## src/hdl/sfdm_pkg.sv

```systemverilog
// Package for the SBUS frame drive mixer: register codes, configuration bundle
// and the stage record passed from the frame collector to the mixer.
// No dependencies.
package sfdm_pkg;

  localparam int FRAME_BYTES = 25;
  localparam int POS_W       = $clog2(FRAME_BYTES);
  localparam int CH_W        = 11;
  localparam int DB_W        = 10;
  localparam int GAIN_W      = 6;
  localparam int OFS_W       = CH_W + 1;
  localparam int DRIVE_W     = 19;
  localparam int SHOVEL_W    = 18;
  localparam int RAW_CHANS   = 7;
  localparam int CFG_IDX_W   = 3;

  localparam logic [CH_W-1:0]   CENTER_RST   = CH_W'(1024);
  localparam logic [CH_W-1:0]   FLOOR_RST    = CH_W'(300);
  localparam logic [DB_W-1:0]   DEADBAND_RST = DB_W'(75);
  localparam logic [GAIN_W-1:0] STRAIGHT_RST = GAIN_W'(24);
  localparam logic [GAIN_W-1:0] TURN_RST     = GAIN_W'(7);
  localparam logic [GAIN_W-1:0] SHOVEL_RST   = GAIN_W'(10);

  typedef enum logic [CFG_IDX_W-1:0] {
    CFG_CENTER,
    CFG_FLOOR,
    CFG_DEADBAND,
    CFG_STRAIGHT,
    CFG_TURN,
    CFG_SHOVEL
  } cfg_index_t;

  typedef struct packed {
    logic [CH_W-1:0]   center;
    logic [CH_W-1:0]   floor;
    logic [DB_W-1:0]   deadband;
    logic [GAIN_W-1:0] straight_gain;
    logic [GAIN_W-1:0] turn_gain;
    logic [GAIN_W-1:0] shovel_gain;
  } cfg_t;

  typedef struct packed {
    logic signed [OFS_W-1:0]          turn_ofs;
    logic signed [OFS_W-1:0]          straight_ofs;
    logic signed [OFS_W-1:0]          shovel_ofs;
    logic [RAW_CHANS-1:0][CH_W-1:0]   raw;
  } frame_t;

endpackage

```

## src/hdl/sfdm_collect.sv

```systemverilog
// Frame collector: byte position counter, frame store for bytes 1 to 14,
// channel unpacking and stick cleanup into one stage register.
// Depends on sfdm_pkg.
module sfdm_collect import sfdm_pkg::*; (
  input  logic             clk,
  input  logic             rst_n,
  input  cfg_t             cfg,
  input  logic             in_valid,
  output logic             in_stall,
  input  logic [7:0]       in_serial_byte,
  output logic             frame_valid,
  output frame_t           frame,
  input  logic             frame_ready
);

  localparam int FIRST_BYTE = 1;
  localparam int LAST_BYTE  = 14;

  logic [7:0]       store_r [FIRST_BYTE:LAST_BYTE];
  logic [POS_W-1:0] pos_r;
  logic [POS_W-1:0] pos_nxt;
  logic             a_valid_r;
  logic             a_valid_nxt;
  frame_t           frame_r;
  frame_t           frame_nxt;
  logic             last_byte;
  logic             accept;
  logic [CH_W-1:0]  ch [0:9];

  function automatic logic signed [OFS_W-1:0] stick_ofs(
    input logic [CH_W-1:0] c,
    input cfg_t            k,
    input logic            use_db
  );
    logic signed [OFS_W-1:0] d;
    logic signed [OFS_W-1:0] db;
    logic signed [OFS_W-1:0] res;
    d   = $signed({1'b0, c}) - $signed({1'b0, k.center});
    db  = $signed({{(OFS_W-DB_W){1'b0}}, k.deadband});
    res = d;
    if (c < k.floor) begin
      res = '0;
    end else if (use_db && (d < db) && (d > -db)) begin
      res = '0;
    end
    return res;
  endfunction

  assign last_byte = (pos_r >= POS_W'(FRAME_BYTES - 1));
  assign in_stall  = a_valid_r && !frame_ready && last_byte;
  assign accept    = in_valid && !in_stall;

  always_comb begin
    pos_nxt = pos_r;
    if (accept) begin
      pos_nxt = last_byte ? '0 : pos_r + POS_W'(1);
    end
  end

  always_comb begin
    a_valid_nxt = a_valid_r;
    if (accept && last_byte) begin
      a_valid_nxt = 1'b1;
    end else if (frame_ready) begin
      a_valid_nxt = 1'b0;
    end
  end

  assign ch[0] = CH_W'({store_r[2], store_r[1]});
  assign ch[1] = CH_W'({store_r[3], store_r[2]} >> 3);
  assign ch[2] = CH_W'({store_r[5], store_r[4], store_r[3]} >> 6);
  assign ch[3] = CH_W'({store_r[6], store_r[5]} >> 1);
  assign ch[4] = CH_W'({store_r[7], store_r[6]} >> 4);
  assign ch[5] = CH_W'({store_r[9], store_r[8], store_r[7]} >> 7);
  assign ch[6] = CH_W'({store_r[10], store_r[9]} >> 2);
  assign ch[7] = CH_W'({store_r[11], store_r[10]} >> 5);
  assign ch[8] = CH_W'({store_r[13], store_r[12]});
  assign ch[9] = CH_W'({store_r[14], store_r[13]} >> 3);

  always_comb begin
    frame_nxt.turn_ofs     = stick_ofs(ch[0], cfg, 1'b1);
    frame_nxt.straight_ofs = stick_ofs(ch[1], cfg, 1'b1);
    frame_nxt.shovel_ofs   = stick_ofs(ch[2], cfg, 1'b0);
    for (int i = 0; i < RAW_CHANS; i++) begin
      frame_nxt.raw[i] = ch[i + 3];
    end
  end

  always_ff @(posedge clk) begin
    if (!rst_n) begin
      pos_r     <= '0;
      a_valid_r <= 1'b0;
    end else begin
      pos_r     <= pos_nxt;
      a_valid_r <= a_valid_nxt;
    end
  end

  always_ff @(posedge clk) begin
    for (int i = FIRST_BYTE; i <= LAST_BYTE; i++) begin
      if (accept && (pos_r == POS_W'(i))) begin
        store_r[i] <= in_serial_byte;
      end
    end
    if (accept && last_byte) begin
      frame_r <= frame_nxt;
    end
  end

  assign frame_valid = a_valid_r;
  assign frame       = frame_r;

endmodule

```

## src/hdl/sfdm_mix.sv

```systemverilog
// Drive mixer: scales the cleaned stick offsets by the gains, forms the left,
// right and shovel targets and holds the result register.
// Depends on sfdm_pkg.
module sfdm_mix import sfdm_pkg::*; (
  input  logic                       clk,
  input  logic                       rst_n,
  input  cfg_t                       cfg,
  input  logic                       frame_valid,
  input  frame_t                     frame,
  output logic                       frame_ready,
  output logic                       out_valid,
  input  logic                       out_stall,
  output logic signed [DRIVE_W-1:0]  left_target,
  output logic signed [DRIVE_W-1:0]  right_target,
  output logic signed [SHOVEL_W-1:0] shovel_target,
  output logic [RAW_CHANS-1:0][CH_W-1:0] raw
);

  logic                          out_valid_r;
  logic                          out_valid_nxt;
  logic                          load;
  logic signed [DRIVE_W-1:0]     straight;
  logic signed [DRIVE_W-1:0]     turn;
  logic signed [SHOVEL_W-1:0]    shovel;
  logic signed [DRIVE_W-1:0]     left_r;
  logic signed [DRIVE_W-1:0]     right_r;
  logic signed [SHOVEL_W-1:0]    shovel_r;
  logic [RAW_CHANS-1:0][CH_W-1:0] raw_r;

  assign frame_ready = !out_valid_r || !out_stall;
  assign load        = frame_valid && frame_ready;

  assign straight = DRIVE_W'(frame.straight_ofs) *
                    DRIVE_W'($signed({1'b0, cfg.straight_gain}));
  assign turn     = DRIVE_W'(frame.turn_ofs) *
                    DRIVE_W'($signed({1'b0, cfg.turn_gain}));
  assign shovel   = SHOVEL_W'(frame.shovel_ofs) *
                    SHOVEL_W'($signed({1'b0, cfg.shovel_gain}));

  always_comb begin
    out_valid_nxt = out_valid_r;
    if (load) begin
      out_valid_nxt = 1'b1;
    end else if (!out_stall) begin
      out_valid_nxt = 1'b0;
    end
  end

  always_ff @(posedge clk) begin
    if (!rst_n) begin
      out_valid_r <= 1'b0;
    end else begin
      out_valid_r <= out_valid_nxt;
    end
  end

  always_ff @(posedge clk) begin
    if (load) begin
      left_r   <= straight + turn;
      right_r  <= turn - straight;
      shovel_r <= shovel;
      raw_r    <= frame.raw;
    end
  end

  assign out_valid     = out_valid_r;
  assign left_target   = left_r;
  assign right_target  = right_r;
  assign shovel_target = shovel_r;
  assign raw           = raw_r;

endmodule

```

## src/hdl/sbus_frame_drive_mixer_top.sv

```systemverilog
// Top level of the SBUS frame drive mixer: configuration registers and the
// collector and mixer stages. Depends on sfdm_pkg, sfdm_collect and sfdm_mix.
//
//   Channel   Handshake               Payload
//   in_       in_valid / in_stall     in_serial_byte
//   out_      out_valid / out_stall   out_left_target .. out_channel_nine
//   cfg_      cfg_valid / cfg_ready   cfg_index, cfg_data
//
// One byte is accepted per cycle while in_stall is low. Every 25th byte, counted
// from reset, closes a frame; its result passes through the collector stage
// register and then the result register. Other bytes give no result.
// Reset clears the byte count, the stage valids and loads the default registers.
// A stalled result holds; bytes keep flowing until a further frame end would
// need the occupied collector stage, and only that byte is stalled.
module sbus_frame_drive_mixer_top import sfdm_pkg::*; (
  input  logic                       clk,
  input  logic                       rst_n,
  input  logic                       in_valid,
  output logic                       in_stall,
  input  logic [7:0]                 in_serial_byte,
  output logic                       out_valid,
  input  logic                       out_stall,
  output logic signed [DRIVE_W-1:0]  out_left_target,
  output logic signed [DRIVE_W-1:0]  out_right_target,
  output logic signed [SHOVEL_W-1:0] out_shovel_target,
  output logic [CH_W-1:0]            out_channel_three,
  output logic [CH_W-1:0]            out_channel_four,
  output logic [CH_W-1:0]            out_channel_five,
  output logic [CH_W-1:0]            out_channel_six,
  output logic [CH_W-1:0]            out_channel_seven,
  output logic [CH_W-1:0]            out_channel_eight,
  output logic [CH_W-1:0]            out_channel_nine,
  input  logic                       cfg_valid,
  output logic                       cfg_ready,
  input  logic [CFG_IDX_W-1:0]       cfg_index,
  input  logic [CH_W-1:0]            cfg_data
);

  cfg_t                           cfg_r;
  cfg_t                           cfg_nxt;
  logic                           frame_valid;
  logic                           frame_ready;
  frame_t                         frame;
  logic [RAW_CHANS-1:0][CH_W-1:0] raw;

  assign cfg_ready = 1'b1;

  always_comb begin
    cfg_nxt = cfg_r;
    if (cfg_valid && cfg_ready) begin
      case (cfg_index)
        CFG_CENTER:   cfg_nxt.center        = cfg_data;
        CFG_FLOOR:    cfg_nxt.floor         = cfg_data;
        CFG_DEADBAND: cfg_nxt.deadband      = cfg_data[DB_W-1:0];
        CFG_STRAIGHT: cfg_nxt.straight_gain = cfg_data[GAIN_W-1:0];
        CFG_TURN:     cfg_nxt.turn_gain     = cfg_data[GAIN_W-1:0];
        CFG_SHOVEL:   cfg_nxt.shovel_gain   = cfg_data[GAIN_W-1:0];
        default:      cfg_nxt = cfg_r;
      endcase
    end
  end

  always_ff @(posedge clk) begin
    if (!rst_n) begin
      cfg_r.center        <= CENTER_RST;
      cfg_r.floor         <= FLOOR_RST;
      cfg_r.deadband      <= DEADBAND_RST;
      cfg_r.straight_gain <= STRAIGHT_RST;
      cfg_r.turn_gain     <= TURN_RST;
      cfg_r.shovel_gain   <= SHOVEL_RST;
    end else begin
      cfg_r <= cfg_nxt;
    end
  end

  sfdm_collect u_collect (
    .clk            (clk),
    .rst_n          (rst_n),
    .cfg            (cfg_r),
    .in_valid       (in_valid),
    .in_stall       (in_stall),
    .in_serial_byte (in_serial_byte),
    .frame_valid    (frame_valid),
    .frame          (frame),
    .frame_ready    (frame_ready)
  );

  sfdm_mix u_mix (
    .clk           (clk),
    .rst_n         (rst_n),
    .cfg           (cfg_r),
    .frame_valid   (frame_valid),
    .frame         (frame),
    .frame_ready   (frame_ready),
    .out_valid     (out_valid),
    .out_stall     (out_stall),
    .left_target   (out_left_target),
    .right_target  (out_right_target),
    .shovel_target (out_shovel_target),
    .raw           (raw)
  );

  assign out_channel_three = raw[0];
  assign out_channel_four  = raw[1];
  assign out_channel_five  = raw[2];
  assign out_channel_six   = raw[3];
  assign out_channel_seven = raw[4];
  assign out_channel_eight = raw[5];
  assign out_channel_nine  = raw[6];

endmodule
```

## config.mk

```make
export PLATFORM = sky130hd
export DESIGN_NAME = sbus_frame_drive_mixer_top
export DESIGN_NICKNAME = d
export VERILOG_FILES = /design/src/hdl/sfdm_pkg.sv /design/src/hdl/sfdm_collect.sv /design/src/hdl/sfdm_mix.sv /design/src/hdl/sbus_frame_drive_mixer_top.sv
export SDC_FILE = /design/constraint.sdc
export NUM_CORES = 1
export LEC_CHECK = 0
export BUFFER_PORTS_ARGS = -buffer_cell sky130_fd_sc_hd__buf_4
export CELL_PAD_IN_SITES_DETAIL_PLACEMENT = 0
export CELL_PAD_IN_SITES_GLOBAL_PLACEMENT = 1
export CORE_ASPECT_RATIO = 0.5
export CORE_MARGIN = 2
export CORE_UTILIZATION = 39
export CTS_BUF_LIST = sky130_fd_sc_hd__clkbuf_8 sky130_fd_sc_hd__clkbuf_16
export DETAILED_ROUTE_END_ITERATION = 10
export GPL_TIMING_DRIVEN = 0
export PLACE_DENSITY = 0.68
export SETUP_SLACK_MARGIN = 0.4
export SYNTH_ARGS = -nofsm -noshare
export SYNTH_HDL_FRONTEND = slang
export SYNTH_SLANG_ARGS = --single-unit
```

## constraint.sdc

```tcl
create_clock -name clk -period 17.4 [get_ports clk]
set_clock_uncertainty 0.15 [all_clocks]
set_input_delay 1.74 -clock clk [delete_from_list [all_inputs] [get_ports clk]]
set_output_delay 1.74 -clock clk [all_outputs]
set_load 0.02 [all_outputs]
```

==> flow_summary.yaml, run 1 <==
clock_network:
  cts_buffers: 40
  insertion_delay_ps: 570
  cts_sinks: 412
  clk_pin_slew_ps: 70
  clockBufferDepth: 3
  cts_root_buffer: "clkbuf_16"
  ctsHoldBuffers: 0
  cts_resized: 0
  postCtsSetupBuffers: 0
  cts-htree-levels: 2
  cts_tree: "yes"
worst_setup_path:
  critPathMaxStageDelay_ps: 530
  critPathLaunchType: "flop"
  worstSetupPathType: "flop to flop"
  critPathRequiredTime_ps: 17560
  critPathMaxFanout: 10
  slowest_stage: "fa_1"
  endpoint_kind: "flop"
  crit_arrival_ps: 7520
detailed_routing:
  via_per_inst: 4.779
  drt-pass1-iter-count: 5
  drcViolationCount: 0
  routed_wl_mm: 56.61
  wire_per_inst_um: 17.14
  vias: 15780
  drt_iter0_drc: 927
  ant_nets: 0
synth:
  synthArstFlopShare_pct: 0
  ys_seq_elements: 412
  synth.largest_area_cell: "edfxtp_1"
  ys.flop_type: "edfxtp_1"
  synthCells: 2180
  ys_warn_count: 0
  yosysSeqAreaShare_pct: 45.87
  synth_area_mm2: 0.02573
  synthTopCellsByArea: "edfxtp_1, ha_1, fa_1"
  syn_avg_cell_area_um2: 11.80
  synth_cell_types: 76
  synthDominantCellAreaShare_pct: 41.43
  synth_edf_count: 355
  syn-num-nets: 2620
pwr:
  combPwrFrac_pct: 19.4
  peakVddDrop_mv: 0.07151
  cell_internal_pwr_mw: 1.772
  total_power_mw: 2.439
  p_seq_share_pct: 45.1
  powerDensity_mw_per_mm2: 82.47
  power_frac_clock_pct: 35.5
  p_sw_mw: 0.6665
  switching_share_pct: 27.33
  p_leak_nw: 12.44
layout:
  fillers: 6111
  stdcell_area_mm2: 0.02957
  diodes: 0
  final_nets: 2830
  final_cells: 3302
  syn2layout_area_growth_pct: 14.93
  drive_gt1_share_pct: 10.79
timing:
  finalCritPeriodShare_pct: 42.31
  slew_violations: 0
  setup_viol: 0
  worst_pin_slew_ps: 742.1
  period_needed_ps: 7361
  rsz0062_at_grt: "false"
  fin_setup_tns_ps: 0
  fmax_mhz: 135.8
  slew_headroom_pct: 50.00
  hold_viol: 0
placed_design:
  dpl.hpwl_mm: 44.17
  dp_cells: 3232
  postPlaceCellArea_mm2: 0.02826
  gp_congestion: 0.8732
  port_buffers: 159
global_route:
  grt_overflow: 0
  grt-busiest-layer: "met2"
  met1_usage_pct: 23.83
  grt_max_degree: 34
  antenna_found_initial: 0
  grt_usage_pct: 16.75
  grt_pass1_wl_mm: 88.84
  grt_pass1_vias: 15670
  gr-usage-met2_pct: 27.02
  met3_usage_pct: 3.017
status:
  outcome: "finished, final reports clean"
floorplan:
  start_util_pct: 39.54
  pin_count: 163
  die_w_um: 367.2
  coreArea_mm2: 0.06507
  num_rows: 66
  dieArea_mm2: 0.06817
  die_y_um: 185.6
min_path:
  hold_path_class: "flop to flop"
job:
  max_cap_viol_count: 0
-- logic make-up after synthesis --
family                   count (synthesis)  synth area share, %
AO/OA/AOI/OAI                          341                9.060
adder cells (fa/ha/maj)                413                24.64
multiplexers                            14               0.5447
other                                    1              0.01458
flip-flops                             412                45.87
AND/OR/NAND/NOR                        565                11.23
buffers and inverters                  324                4.766
XOR/XNOR                               110                3.881
-- per-layer routing --
layer / part of all wire, % / up-vias
met3: 4.2 / 56
li1: - / 7866
met5: 0 / -
met2: 45 / 214
met4: 1.4 / 0
met1: 49 / 7643
-- stage by stage --
step,hold slack (ps),util [%],worst slack (ps)
global placement,250.3,43.07,614.6
CTS,264.8,45.44,9945
global route,270.3,45.44,9582
floorplan,250.3,-,5148
detailed placement,254.5,43.42,9967
finish,265.5,45.44,10040
-- worst max-delay path: cells and delay by family (launching register included) --
kind            cells  cell delay, ps
compound gates     10            2160
xor+xnor            2             660
fa+ha+maj           6            2730
buf+inv             5             440
flops               1             340
simple gates        2             600
-- cells in the mapped netlist (2+ instances only) --
master and instances:
nor2_1 86, o21ai_1 26, nand3_1 14, a21oi_2 8, and2_1 179, a21o_1 39
fa_1 156, o21ai_0 27, xor2_1 23, o21bai_1 17, nand2_1 167, a211oi_1 9
buf_4 2, edfxtp_1 355, ha_1 257, a21boi_1 5, o31ai_1 7, a21oi_1 82
a2111o_1 3, or2_2 4, nor3b_1 13, nand2b_1 14, o211ai_1 16, o221ai_1 2
dfxtp_1 57, a221oi_1 2, buf_2 2, a21boi_0 32, a311oi_1 2, a31oi_1 8
nand4_1 10, a31o_1 2, nor4_1 4, inv_1 278, mux2i_1 14, or3_1 2
and3_1 4, clkbuf_1 41, xnor2_1 84, xnor3_1 2, o21a_1 30, nor3_1 24
nor2b_1 35, o21ai_2 4
-- power by group through the flow --
stage / registers, mW / clock network, mW / logic [mW]
3_3_place_gp: 1.12 / 0 / 0.476
2_1_floorplan: 1.12 / 0 / 0.369
4_1_cts: 1.10 / 0.892 / 0.481
3_5_place_dp: 1.12 / 0 / 0.478
6_report: 1.10 / 0.865 / 0.474
5_1_grt: 1.10 / 0.931 / 0.537
-- registers in the layout, summed over array words and instances (netlist names) --
signal / flops
cfg_r: 50
u_collect.frame: 113
u_collect.frame_valid: 1
u_collect.pos_r: 5
u_collect.store_r: 110
u_mix.left_target: 18
u_mix.out_valid: 1
u_mix.raw: 77
u_mix.right_target: 19
u_mix.shovel_target: 18
-- final cells by class --
cell class,instances,area [µm²],share of cell area [%]
clock buffers,45,1092,3.694
well taps,884,1106,3.741
inverters,279,1047,3.542
flip-flops and latches,412,11800,39.91
multi-input cells,1444,12720,43.02
clock inverters,25,219.0,0.7405
plain buffers,45,178.9,0.6051
repair buffers,168,1404,4.748
-- final timing paths --
check / startpoint / end / slack [ps] / cells past startpoint
max: cfg_r[14] / u_mix.right_target[18] / 10040 / 25
min: u_collect.frame[46] / u_mix.raw[46] / 270 / 0
max reg2reg: cfg_r[14] / u_mix.right_target[18] / 10040 / 25
min reg2reg: u_collect.frame[46] / u_mix.raw[46] / 270 / 0
-- cell usage in the layout (no fill, tap or decap), drive strengths merged, types with 4 or more instances in the layout --
cell type,instances
fa,156
or2,5
a311oi,4
o211ai,16
nor4,4
buf,172
and2,180
and3,4
clkinv,8
o21bai,17
a21boi,37
nor3,24
clkbuf,86
dfxtp,57
edfxtp,355
a21oi,90
mux2i,14
xnor2,85
nor3b,13
nand2,167
xor2,23
a31oi,8
o31ai,8
nand4,10
nor2,87
o21a,31
nand2b,14
a21o,39
inv,295
ha,257
o21ai,57
nand3,14
nor2b,36
a211oi,10
No activity file was read; power rests on OpenSTA's default activity.
==> inputs of run 2 (changes only) <==
- ABC_AREA: unset -> 1
- PLACE_DENSITY: 0.68 -> 0.73
- clock period: 17.4 -> 5.9 ns (I/O delays scaled with it)
==> run 2 against run 1 <==
  * Cell area rose by 10%
  * Register-to-register slack got worse by 9700 ps
  * Wire length rose by 15%
  * Critical path type unchanged
  * Critical endpoint is now u_mix.left_target[18]
==> flow_summary.yaml, run 2 <==
clock_network:
  cts_root_buffer: "clkbuf_16"
  cts-htree-levels: 2
  ctsHoldBuffers: 0
  clk_pin_slew_ps: 60
  cts_sinks: 412
  insertion_delay_ps: 590
  clockBufferDepth: 3
  cts_buffers: 41
  cts_tree: "yes"
timing:
  rsz0062_at_grt: "true"
  whs_ps: 90.38
  period_needed_ps: 5521
  slew_violations: 0
  slew_headroom_pct: 40.86
  hold_viol: 0
  fmax_mhz: 181.1
  setup_viol: 0
  worst_pin_slew_ps: 883.8
  finalCritPeriodShare_pct: 93.57
detailed_routing:
  drt-pass1-iter-count: 5
  ant_nets: 0
  drcViolationCount: 0
  routed_wl_mm: 65.28
  wire_per_inst_um: 16.15
  vias: 19130
  via_per_inst: 4.732
  drt_iter0_drc: 1141
synth:
  synth_cell_types: 45
  synth.largest_area_cell: "edfxtp_1"
  syn-num-nets: 3241
  synthArstFlopShare_pct: 0
  synthDominantCellAreaShare_pct: 39.61
  synth_edf_count: 355
  synthTopCellsByCount: "nand2_1, inv_1, edfxtp_1"
  yosysSeqAreaShare_pct: 43.85
  synthCells: 2801
  synth_area_mm2: 0.02691
  syn_avg_cell_area_um2: 9.608
  ys_seq_elements: 412
  ys.flop_type: "edfxtp_1"
  ys_warn_count: 0
  synthTopCellsByArea: "edfxtp_1, ha_1, fa_1"
  yosysMostFrequentCell: "nand2_1"
status:
  outcome: "finished, final reports clean"
layout:
  syn2layout_area_growth_pct: 21.35
  final_common_cell: "nand2_1"
  diodes: 0
  final_cells: 4043
  largest_register_ffs: 113
  drive_gt1_share_pct: 18.48
  final_nets: 3540
  final_cell_mix: "nand2_1, inv_1, edfxtp_1"
global_route:
  grt_pass1_wl_mm: 102.6
  grt_overflow: 0
  grt_usage_pct: 18.33
  grt_max_degree: 64
  grt_pass1_vias: 18860
  antenna_found_initial: 0
worst_setup_path:
  critPathMaxFanout: 6
  worstSetupPathType: "flop to flop"
  critPathRequiredTime_ps: 6090
  reg2reg_depth: 23
  endpoint_kind: "flop"
  critPathLaunchType: "flop"
  crit_arrival_ps: 5710
floorplan:
  coreArea_mm2: 0.06858
  die_w_um: 375.5
  pin_count: 163
  die_y_um: 189.8
  start_util_pct: 39.25
  dieArea_mm2: 0.07125
  num_rows: 68
placed_design:
  dpl.hpwl_mm: 49.49
  gp_congestion: 0.8676
  dp_cells: 3877
  port_buffers: 160
pwr:
  peakVddDrop_mv: 0.2470
  powerDensity_mw_per_mm2: 286.3
  p_leak_nw: 15.78
min_path:
  hold_path_class: "input port to flop"
  holdPathStages: 3
job:
  max_cap_viol_count: 0
-- run 2: cell count changes after synthesis, moves of 63 or more --
cell     change
nand2_1    +462
inv_1      +309
and2_1     -179
nand3_1     +80
a21oi_1     +75
nor2_1      +70
xnor2_1     -63
-- run 2: power by group --
| part | internal [mW] | switching (mW) | leakage (nW) |
|---|---|---|---|
| combinational | 1.33 | 2.04 | 11.4 |
| clock | 1.46 | 1.23 | 0.696 |
| sequential | 3.27 | 0.0153 | 3.66 |
| total | 6.06 | 3.29 | 15.8 |
-- run 2: worst paths after layout --
check	start	to	slack [ps]
min	cfg_data[8]	cfg_r[36]	90
max	u_collect.frame[100]	u_mix.left_target[18]	380
max reg2reg	u_collect.frame[100]	u_mix.left_target[18]	380
min reg2reg	u_collect.frame[27]	u_mix.raw[27]	250
-- run 2: metal layers --
| metal | GRT usage [%] | vias to the layer above | wire, µm |
|---|---|---|---|
| li1 | - | 9553 | - |
| met1 | 24.76 | 9132 | 30260 |
| met2 | 30.48 | 357 | 30330 |
| met3 | 3.263 | 89 | 3086 |
| met4 | 4.974 | 0 | 1606 |
| met5 | 0 | - | 0 |
-- run 2: final cells by class --
type / count / area [µm²]
fillers: 6358 / 35920
clock buffers: 45 / 1092
multi-input cells: 1756 / 13730
plain buffers: 43 / 320.3
inverters: 590 / 2235
repair buffers: 256 / 2031
clock inverters: 31 / 292.8
flip-flops and latches: 412 / 11820
well taps: 910 / 1139
-- run 2: critical path, stage by stage, from the launching register on --
cell,delay [ps]
edfxtp_1,440
nand2_2,120
buf_4,150
fa_1,500
inv_2,60
fa_2,440
fa_1,510
inv_1,50
fa_1,530
inv_1,60
ha_4,310
nand2_2,100
o21ai_1,260
a21oi_1,70
nand2_1,110
xor2_2,220
ha_4,270
inv_2,130
o21bai_1,110
o21bai_1,190
a21oi_1,190
nand3_2,120
nand3_1,100
nand2_1,80
-- run 2: logic make-up after synthesis --
| group | synth area share (%) |
|---|---|
| other | 0.01393 |
| DFF | 43.85 |
| and+or+nand+nor | 14.06 |
| xor gates and xnor gates | 3.254 |
| adders and majority gates | 23.55 |
| buffers and inverters | 8.977 |
| AOI/OAI and AO/OA | 6.290 |
-- run 2: stage by stage --
step           power [mW]  cell area (µm²)  utilization, %  setup WS, ps  TNS [ps]
4_1_cts             9.038            32000           46.66         368.0         0
5_1_grt             9.937            32660           47.62         153.0         0
2_1_floorplan       5.201            26920               -         438.1         0
6_report            9.349            32660           47.62         379.2         0
3_3_place_gp        5.857            29260           42.67         -1029   -134880
3_5_place_dp        5.871            29420           42.90        -464.0     -2094
-- run 2: timing repair --
action	4_1_cts	5_1_grt
resized for setup	164	140
pin swaps	65	110
buffers inserted	63	26
endpoints found under the setup margin	22	20
gates cloned	1	0
